[config.mk]
export PLATFORM = sky130hd
export DESIGN_NAME = tdpt_rem
export DESIGN_NICKNAME = d
export VERILOG_FILES = /design/src/rtl/core/tdpt_pkg.sv /design/src/rtl/core/tdpt_rem.sv
export SDC_FILE = /design/constraint.sdc
export NUM_CORES = 1
export LEC_CHECK = 0
export BUFFER_PORTS_ARGS = -buffer_cell sky130_fd_sc_hd__buf_2
export CAP_MARGIN = 15
export CORE_ASPECT_RATIO = 2
export CORE_MARGIN = 2
export CORE_UTILIZATION = 30
export DETAILED_ROUTE_END_ITERATION = 12
export GPL_ROUTABILITY_DRIVEN = 1
export GPL_TIMING_DRIVEN = 0
export HOLD_SLACK_MARGIN = 0.06
export PLACE_DENSITY = 0.52
export SLEW_MARGIN = 10
export SYNTH_ARGS = -nofsm -noshare
export SYNTH_HDL_FRONTEND = slang
export SYNTH_SLANG_ARGS = --single-unit
[constraint.sdc]
create_clock -name clk -period 2.7 [get_ports clk]
set_input_delay 0.27 -clock clk [delete_from_list [all_inputs] [get_ports clk]]
set_output_delay 0.27 -clock clk [all_outputs]
set_load 0.02 [all_outputs]
[src/rtl/core/tdpt_pkg.sv]
// tdpt_pkg: shared types and constants of the trial division prime test
// verdict codes and the status word of the remainder unit; no dependencies

package tdpt_pkg;

    typedef enum logic [1:0] {
        VERDICT_COMPOSITE = 2'd0,
        VERDICT_PRIME     = 2'd1,
        VERDICT_NEITHER   = 2'd2
    } verdict_t;

    // first odd trial divisor and the step between odd divisors
    localparam int FIRST_DIVISOR = 3;
    localparam int DIVISOR_STEP  = 2;

    typedef struct packed {
        logic busy;
        logic done;
    } rem_status_t;

endpackage

[src/rtl/core/tdpt_rem.sv]
// tdpt_rem: restoring remainder unit, one quotient bit per cycle
// depends on tdpt_pkg for the status struct

module tdpt_rem #(
    parameter int DIVIDEND_BITS = 31,
    parameter int DIVISOR_BITS  = 18
) (
    input  logic                      clk,
    input  logic                      rst_n,
    input  logic                      start,
    input  logic [DIVIDEND_BITS-1:0]  dividend,
    input  logic [DIVISOR_BITS-1:0]   divisor,
    output tdpt_pkg::rem_status_t     status,
    output logic [DIVISOR_BITS-1:0]   remainder
);

    localparam int CW = $clog2(DIVIDEND_BITS + 1);

    logic [DIVISOR_BITS-1:0]  rem_reg, rem_next;
    logic [DIVIDEND_BITS-1:0] shift_reg, shift_next;
    logic [DIVISOR_BITS-1:0]  div_reg, div_next;
    logic [CW-1:0]            cnt_reg, cnt_next;
    logic                     busy_reg, busy_next;
    logic                     done_reg, done_next;
    logic [DIVISOR_BITS:0]    trial;
    logic [DIVISOR_BITS:0]    diff;

    assign trial = {rem_reg, shift_reg[DIVIDEND_BITS-1]};
    assign diff  = trial - {1'b0, div_reg};

    always_comb
    begin
        rem_next   = rem_reg;
        shift_next = shift_reg;
        div_next   = div_reg;
        cnt_next   = cnt_reg;
        busy_next  = busy_reg;
        done_next  = 1'b0;
        if (start)
        begin
            rem_next   = '0;
            shift_next = dividend;
            div_next   = divisor;
            cnt_next   = CW'(DIVIDEND_BITS);
            busy_next  = 1'b1;
        end
        else if (busy_reg)
        begin
            // keep the partial remainder below the divisor
            if (trial >= {1'b0, div_reg})
            begin
                rem_next = diff[DIVISOR_BITS-1:0];
            end
            else
            begin
                rem_next = trial[DIVISOR_BITS-1:0];
            end
            shift_next = {shift_reg[DIVIDEND_BITS-2:0], 1'b0};
            cnt_next   = cnt_reg - CW'(1);
            if (cnt_reg == CW'(1))
            begin
                busy_next = 1'b0;
                done_next = 1'b1;
            end
        end
    end

    always_ff @(posedge clk or negedge rst_n)
    begin
        if (!rst_n)
        begin
            cnt_reg  <= '0;
            busy_reg <= 1'b0;
            done_reg <= 1'b0;
        end
        else
        begin
            cnt_reg  <= cnt_next;
            busy_reg <= busy_next;
            done_reg <= done_next;
        end
    end

    always_ff @(posedge clk)
    begin
        rem_reg   <= rem_next;
        shift_reg <= shift_next;
        div_reg   <= div_next;
    end

    assign status.busy = busy_reg;
    assign status.done = done_reg;
    assign remainder   = rem_reg;

endmodule
==> results_dict.tcl, run 1 <==
set metrics [dict create \
    dr.pass1.iters 4 \
    clockRootBuffer "clkbuf_16" \
    dp_hpwl_um 8510 \
    maxCapViolCount 0 \
    grt_pass1_wl_um 17500 \
    area_delta_synth_final_pct 21.8 \
    post_dp_cell_area_um2 4660 \
    synth-edff-count 49 \
    outcome "finished, final reports clean" \
    ys_async_sr_fraction 0.0946 \
    worstMarginPinSlew_ps 721 \
    cellPowerDensity_nw_per_um2 874 \
    num_rows 60 \
    power_switching_uw 1660 \
    core_area_um2 13400 \
    chipWidth_um 86.6 \
    track_usage 0.156 \
    n_antenna_cell 0 \
    syn_nets 456 \
    insertion_delay_ps 340 \
    relSlewSlack 0.518 \
    drive_gt1_frac 0.308 \
    power.share.clock 0.258 \
    grt_start_max_net_pins 20 \
    cellLeakagePower_uw 0.00213 \
    cts_tree "done" \
    end_kind "register" \
    drt-wirelength-per-cell_um 17.5 \
    routed_wl_um 10900 \
    synth_cell_types 58 \
    synth_ff_type "edfxtp_1" \
    maxSlewViolCount 0 \
    ys.warnings.count 0 \
    antenna_found_initial 0 \
    pwr-share-comb 0.389 \
    syn-mean-instance-area_um2 10.7 \
    port-buffer-count 71 \
    fin_crit_sh 0.954 \
    ys_seq_elements 74 \
    drc_errors 0 \
    synth_top_area_frac 0.359 \
    die-area_um2 14700 \
    min_path_type "in2reg" \
    cts_num_sinks 74 \
    synth_area_leaders "edfxtp_1, dfxtp_1, mux2_2, ha_1, dfrtp_1" \
    viasPerCell 5.22 \
    yosysSeqAreaShare 0.490 \
    design_area_um2 4990 \
    syn_area_um2 4100 \
    die_h_um 169 \
    synth_top_area_cell "edfxtp_1" \
    ys_top_cells_by_count "edfxtp_1, nor2_1, nand2_1, mux2_2, inv_1" \
    internal_power_uw 2700 \
    finalHoldViolCount 0 \
    largest_register_ffs 31 \
    critPathKind "reg2reg" \
    ant_nets 0 \
    worstPathArrival_ps 2810 \
    yosys.cell_count.top_type "edfxtp_1" \
    cp.required_ps 2940 \
    rsz0062_at_grt "false" \
    vias 3267 \
    min_period_ps 2580 \
    dp_slack_ps 31.5 \
    start_util 0.305 \
    startpoint_type "register" \
    ir_worst_vdd_v 0.000432 \
    fin_ws_ps 123 \
    cts_setup_buffers 0 \
    synthCells 383 \
    cts_buffer_depth 2 \
    drtIter0Drc 154 \
    setup-violations-final 0 \
    fin_skew_ps 11.5 \
    switching_share 0.382 \
    fin_nets 539 \
    grt-ovfl-total 0 \
    path_clk_slew_ps 60 \
    pwr-share-seq 0.353 \
    ioPinCount 72 \
    numCtsBuffers 9 \
    clock.fmax_mhz 388 \
    grt_pass1_vias 3565 \
    htreeDepth 3 \
    place_congestion 0.836 \
    crit_path_max_fanout 10 \
]
[power by group through the flow]
| stage | Sequential, uW | Clock, uW | Combinational (uW) |
|---|---|---|---|
| after floorplan | 1640 | 0 | 1070 |
| final | 1540 | 1120 | 1700 |
| after global routing | 1570 | 1200 | 1870 |
| after global placement | 1560 | 0 | 1620 |
| after CTS | 1540 | 1160 | 1660 |
| after detailed placement | 1570 | 0 | 1640 |
[logic make-up (layout without fill, tap and decap cells)]
kind of cell / Yosys count / count (layout) / synth area share
AOI/OAI and AO/OA: 91 / 91 / 0.159
DFF: 74 / 74 / 0.490
xor gates and xnor gates: 17 / 17 / 0.0363
adders and majority gates: 21 / 21 / 0.0660
buffers and inverters: 46 / 134 / 0.0476
and+or+nand+nor: 103 / 103 / 0.116
muxes: 31 / 31 / 0.0849
[what timing repair did]
| action | 4_1_cts | 5_1_grt |
|---|---|---|
| endpoints found under the setup margin | 0 | 16 |
| hold buffers | 1 | 0 |
| gates resized for setup | 0 | 13 |
| hold endpoints to repair | 7 | 0 |
[routing by layer]
layer  GRT usage  vias to the layer above  part of all wire
met5           0                        -                 0
met4      0.0951                        0             0.046
met3      0.0316                       28             0.040
met2       0.295                       98              0.57
met1       0.148                     1555              0.34
li1            -                     1586                 -
[worst max-delay path: stages, from the launching register on]
cell and delay (ps):
dfxtp_1 380, ha_1 300, buf_2 180, nand4_2 170
or4_4 590, a31oi_4 280, buf_6 220, o21ai_1 70
a311oi_1 290
[metrics by stage]
step                      hold slack, ps  total power (uW)  TNS, ps   util  std cells
final                                107              4360        0  0.371        626
after global routing                93.1              4630        0  0.371        626
after CTS                           90.7              4360        0  0.368        627
after detailed placement             113              3210        0  0.347        610
after global placement               109              3190    -5530  0.346        609
after floorplan                    -25.6              2710        0      -        383
[placed cells by master (no fill, tap or decap), drive strengths merged, types with 18 or more instances in the layout]
| cell type | Yosys | routed |
|---|---|---|
| buf | 11 | 83 |
| edfxtp | 49 | 49 |
| nor2 | 33 | 33 |
| nand2 | 32 | 32 |
| mux2 | 30 | 30 |
| inv | 24 | 26 |
| o21ai | 21 | 21 |
| ha | 20 | 20 |
| clkbuf | 11 | 20 |
| dfxtp | 18 | 18 |
| a21oi | 18 | 18 |
[worst paths after layout]
check | start | endpoint | slack, ps | cells after the start
max in group asynchronous | rst_n | cnt_reg[1] | 2250 | 2
worst min-delay path | divisor[10] | div_reg[10] | 110 | 1
worst min register to register | remainder[5] | remainder[5] | 530 | 2
worst max-delay path | remainder[8] | remainder[7] | 120 | 8
worst max register to register | remainder[8] | remainder[7] | 120 | 8
min in group asynchronous | rst_n | cnt_reg[3] | 290 | 2
[layout make-up]
cell class              instances  area, um2
inverters                      24       90.1
plain buffers                  21        106
multi-input cells             263       1930
fillers                      1353       8450
well taps                     155        194
clock inverters                 6       50.0
flip-flops and latches         74       2010
repair buffers                 73        380
clock buffers                  10        229
Power figures use the tool's default switching activity.
==> run 2, diff against run 1 <==
--- a/config.mk
+++ b/config.mk
@@ -5,10 +5,11 @@
 export SDC_FILE = /design/constraint.sdc
 export NUM_CORES = 1
 export LEC_CHECK = 0
+export ABC_AREA = 1
 export BUFFER_PORTS_ARGS = -buffer_cell sky130_fd_sc_hd__buf_2
 export CAP_MARGIN = 15
 export CORE_ASPECT_RATIO = 2
-export CORE_MARGIN = 2
+export CORE_MARGIN = 10
 export CORE_UTILIZATION = 30
 export DETAILED_ROUTE_END_ITERATION = 12
 export GPL_ROUTABILITY_DRIVEN = 1
==> results_dict.tcl, run 2 <==
set metrics [dict create \
    num_rows 61 \
    synth_cell_types 36 \
    dp_slack_ps 291 \
    routed_wl_um 11500 \
    cellPowerDensity_nw_per_um2 1010 \
    power.share.clock 0.247 \
    multi_input_area_um2 1880 \
    pwr-share-comb 0.457 \
    path_clk_slew_ps 70 \
    rsz0062_at_grt "false" \
    area_delta_synth_final_pct 21.5 \
    grt_pass1_wl_um 18500 \
    synth_area_leaders "edfxtp_1, nand2_1, dfxtp_1, ha_1, inv_1" \
    cp.required_ps 2940 \
    worstMarginPinSlew_ps 713 \
    maxCapViolCount 0 \
    fin_crit_sh 0.902 \
    numCtsBuffers 9 \
    stdcell_count 803 \
    drt-wirelength-per-cell_um 14.3 \
    n_antenna_cell 0 \
    crit_path_cell_trace "inv_1 -> ha_1 -> fa_1 -> nor2_1 -> nor2_1 -> o21ai_0 -> nand2_1 -> nand2_1 -> nand2_1 -> nand2_1 -> nand2_1 -> nand3_1 -> nand2_1" \
    drtIter0Drc 118 \
    syn_area_um2 4230 \
    internal_power_uw 3020 \
    critPathKind "reg2reg" \
    cts_num_sinks 74 \
    ant_nets 0 \
    min_period_ps 2430 \
    end_kind "register" \
    cts_tree "done" \
    ys_top_cells_by_count "nand2_1, inv_1, edfxtp_1, nand3_1, nor2_1" \
    crit_path_max_fanout 3 \
    worstPathArrival_ps 2680 \
    path_buf_inv 1 \
    power_switching_uw 2170 \
    slowest_stage "o21ai_0" \
    postCtsResizedCells 0 \
    whs_ps 96.7 \
    synth_top_area_cell "edfxtp_1" \
    drive_gt1_frac 0.189 \
    startpoint_type "register" \
    die-area_um2 19500 \
    port-buffer-count 71 \
    ys_seq_elements 74 \
    clock.fmax_mhz 411 \
    chipWidth_um 104 \
    regArea_um2 2010 \
    min_path_type "in2reg" \
    start_util 0.305 \
    fillers 1508 \
    grt-ovfl-total 0 \
    grt_pass1_vias 3884 \
    setup-violations-final 0 \
    cpPeakStageDelay_ps 580 \
    insertion_delay_ps 340 \
    vias 3618 \
    switching_share 0.418 \
    htreeDepth 3 \
    post_dp_cell_area_um2 4820 \
    die_h_um 188 \
    ys_async_sr_fraction 0.0946 \
    path_delay_family "simple AND/OR/NAND/NOR gates" \
    finalHoldViolCount 0 \
    design_area_um2 5140 \
    yosysSeqAreaShare 0.474 \
    cellLeakagePower_uw 0.00259 \
    fin_skew_ps 8.67 \
    synth-edff-count 49 \
    ys.warnings.count 0 \
    antenna_found_initial 0 \
    ir_worst_vdd_v 0.000356 \
    maxSlewViolCount 0 \
    dr.pass1.iters 5 \
    drc_errors 0 \
    grt_start_max_net_pins 41 \
    largest_register_ffs 31 \
    synth_ff_type "edfxtp_1" \
    ff2ff_setup_slack_ps 270 \
    fin_nets 682 \
    clockRootBuffer "clkbuf_16" \
    final_cell_mix "nand2_1, buf_2, inv_1" \
    relSlewSlack 0.519 \
    cts_buffer_depth 2 \
    synth_top_area_frac 0.348 \
    outcome "finished, final reports clean" \
    synthCells 526 \
    final_common_cell "nand2_1" \
    place_congestion 0.899 \
    placedCellCount 786 \
    syn_nets 599 \
    syn-mean-instance-area_um2 8.04 \
    fin_ws_ps 265 \
    track_usage 0.119 \
    power.total_uw 5200 \
    yosys.cell_count.top_type "nand2_1" \
    core_area_um2 13900 \
    dp_hpwl_um 8840 \
    pwr-share-seq 0.297 \
    crit_top_cell "nand2_1" \
    ioPinCount 72 \
    viasPerCell 4.51 \
]
[run 2: changes by cell type in the layout (fill, tap and decap cells not counted), sizes merged, moves of 10 or more]
| cell | before | now |
|---|---|---|
| nand3 | 16 | 35 |
| inv | 26 | 71 |
| a311oi | 10 | 0 |
| nand3b | 0 | 14 |
| mux2 | 30 | 0 |
| nand2 | 32 | 218 |
[run 2: worst reg2reg max path, stage by stage, from the launching register on]
cell	delay (ps)
edfxtp_1	320
inv_1	50
ha_1	230
fa_1	410
nor2_1	130
nor2_1	90
o21ai_0	580
nand2_1	160
nand2_1	100
nand2_1	50
nand2_1	60
nand2_1	50
nand3_1	70
nand2_1	50
[run 2: final timing paths]
kind                                from            end  cells after the start
max                        shift_reg[30]  remainder[12]                     13
min                          divisor[12]    div_reg[12]                      1
max reg2reg                shift_reg[30]  remainder[12]                     13
min reg2reg                 remainder[9]   remainder[9]                      2
max in group asynchronous          rst_n     cnt_reg[1]                      2
min in group asynchronous          rst_n       done_reg                      2
[run 2: routing by layer]
| layer | wire length [um] | track usage | vias up |
|---|---|---|---|
| met5 | 0 | 0 | - |
| met4 | 572 | 0.0807 | 0 |
| met3 | 627 | 0.0326 | 30 |
| met2 | 6170 | 0.219 | 104 |
| met1 | 4110 | 0.110 | 1641 |
| li1 | - | - | 1843 |
[run 2: power groups by stage]
| stage | sequential [uW] | combinational (uW) | clock, uW |
|---|---|---|---|
| after floorplan | 1690 | 1610 | 0 |
| after global placement | 1560 | 2360 | 0 |
| final | 1540 | 2370 | 1280 |
| after CTS | 1540 | 2390 | 1320 |
| after global routing | 1570 | 2650 | 1350 |
| after detailed placement | 1570 | 2380 | 0 |
[run 2: per-stage QoR]
stage,setup TNS (ps),util
CTS,0,0.370
detailed placement,0,0.347
finish,0,0.370
global route,0,0.370
floorplan,0,-
global placement,-11390,0.347
[run 2: layout make-up]
cell class | instances | area share
repair buffers | 72 | 0.0710
flip-flops and latches | 74 | 0.390
well taps | 189 | 0.0460
multi-input cells | 370 | 0.366
plain buffers | 14 | 0.0173
clock inverters | 7 | 0.0161
inverters | 68 | 0.0499
clock buffers | 9 | 0.0438
[run 2: cell families after synthesis]
logic type	after synthesis	synth area share
fa+ha+maj	21	0.0639
simple gates	306	0.319
xor+xnor	8	0.0166
compound gates	35	0.0449
flops	74	0.474
buf+inv	82	0.0813
[run 2: timing repair]
action                                 4_1_cts  5_1_grt
setup buffers                                0        0
hold buffers                                 1        0
endpoints found under the hold margin        7        0
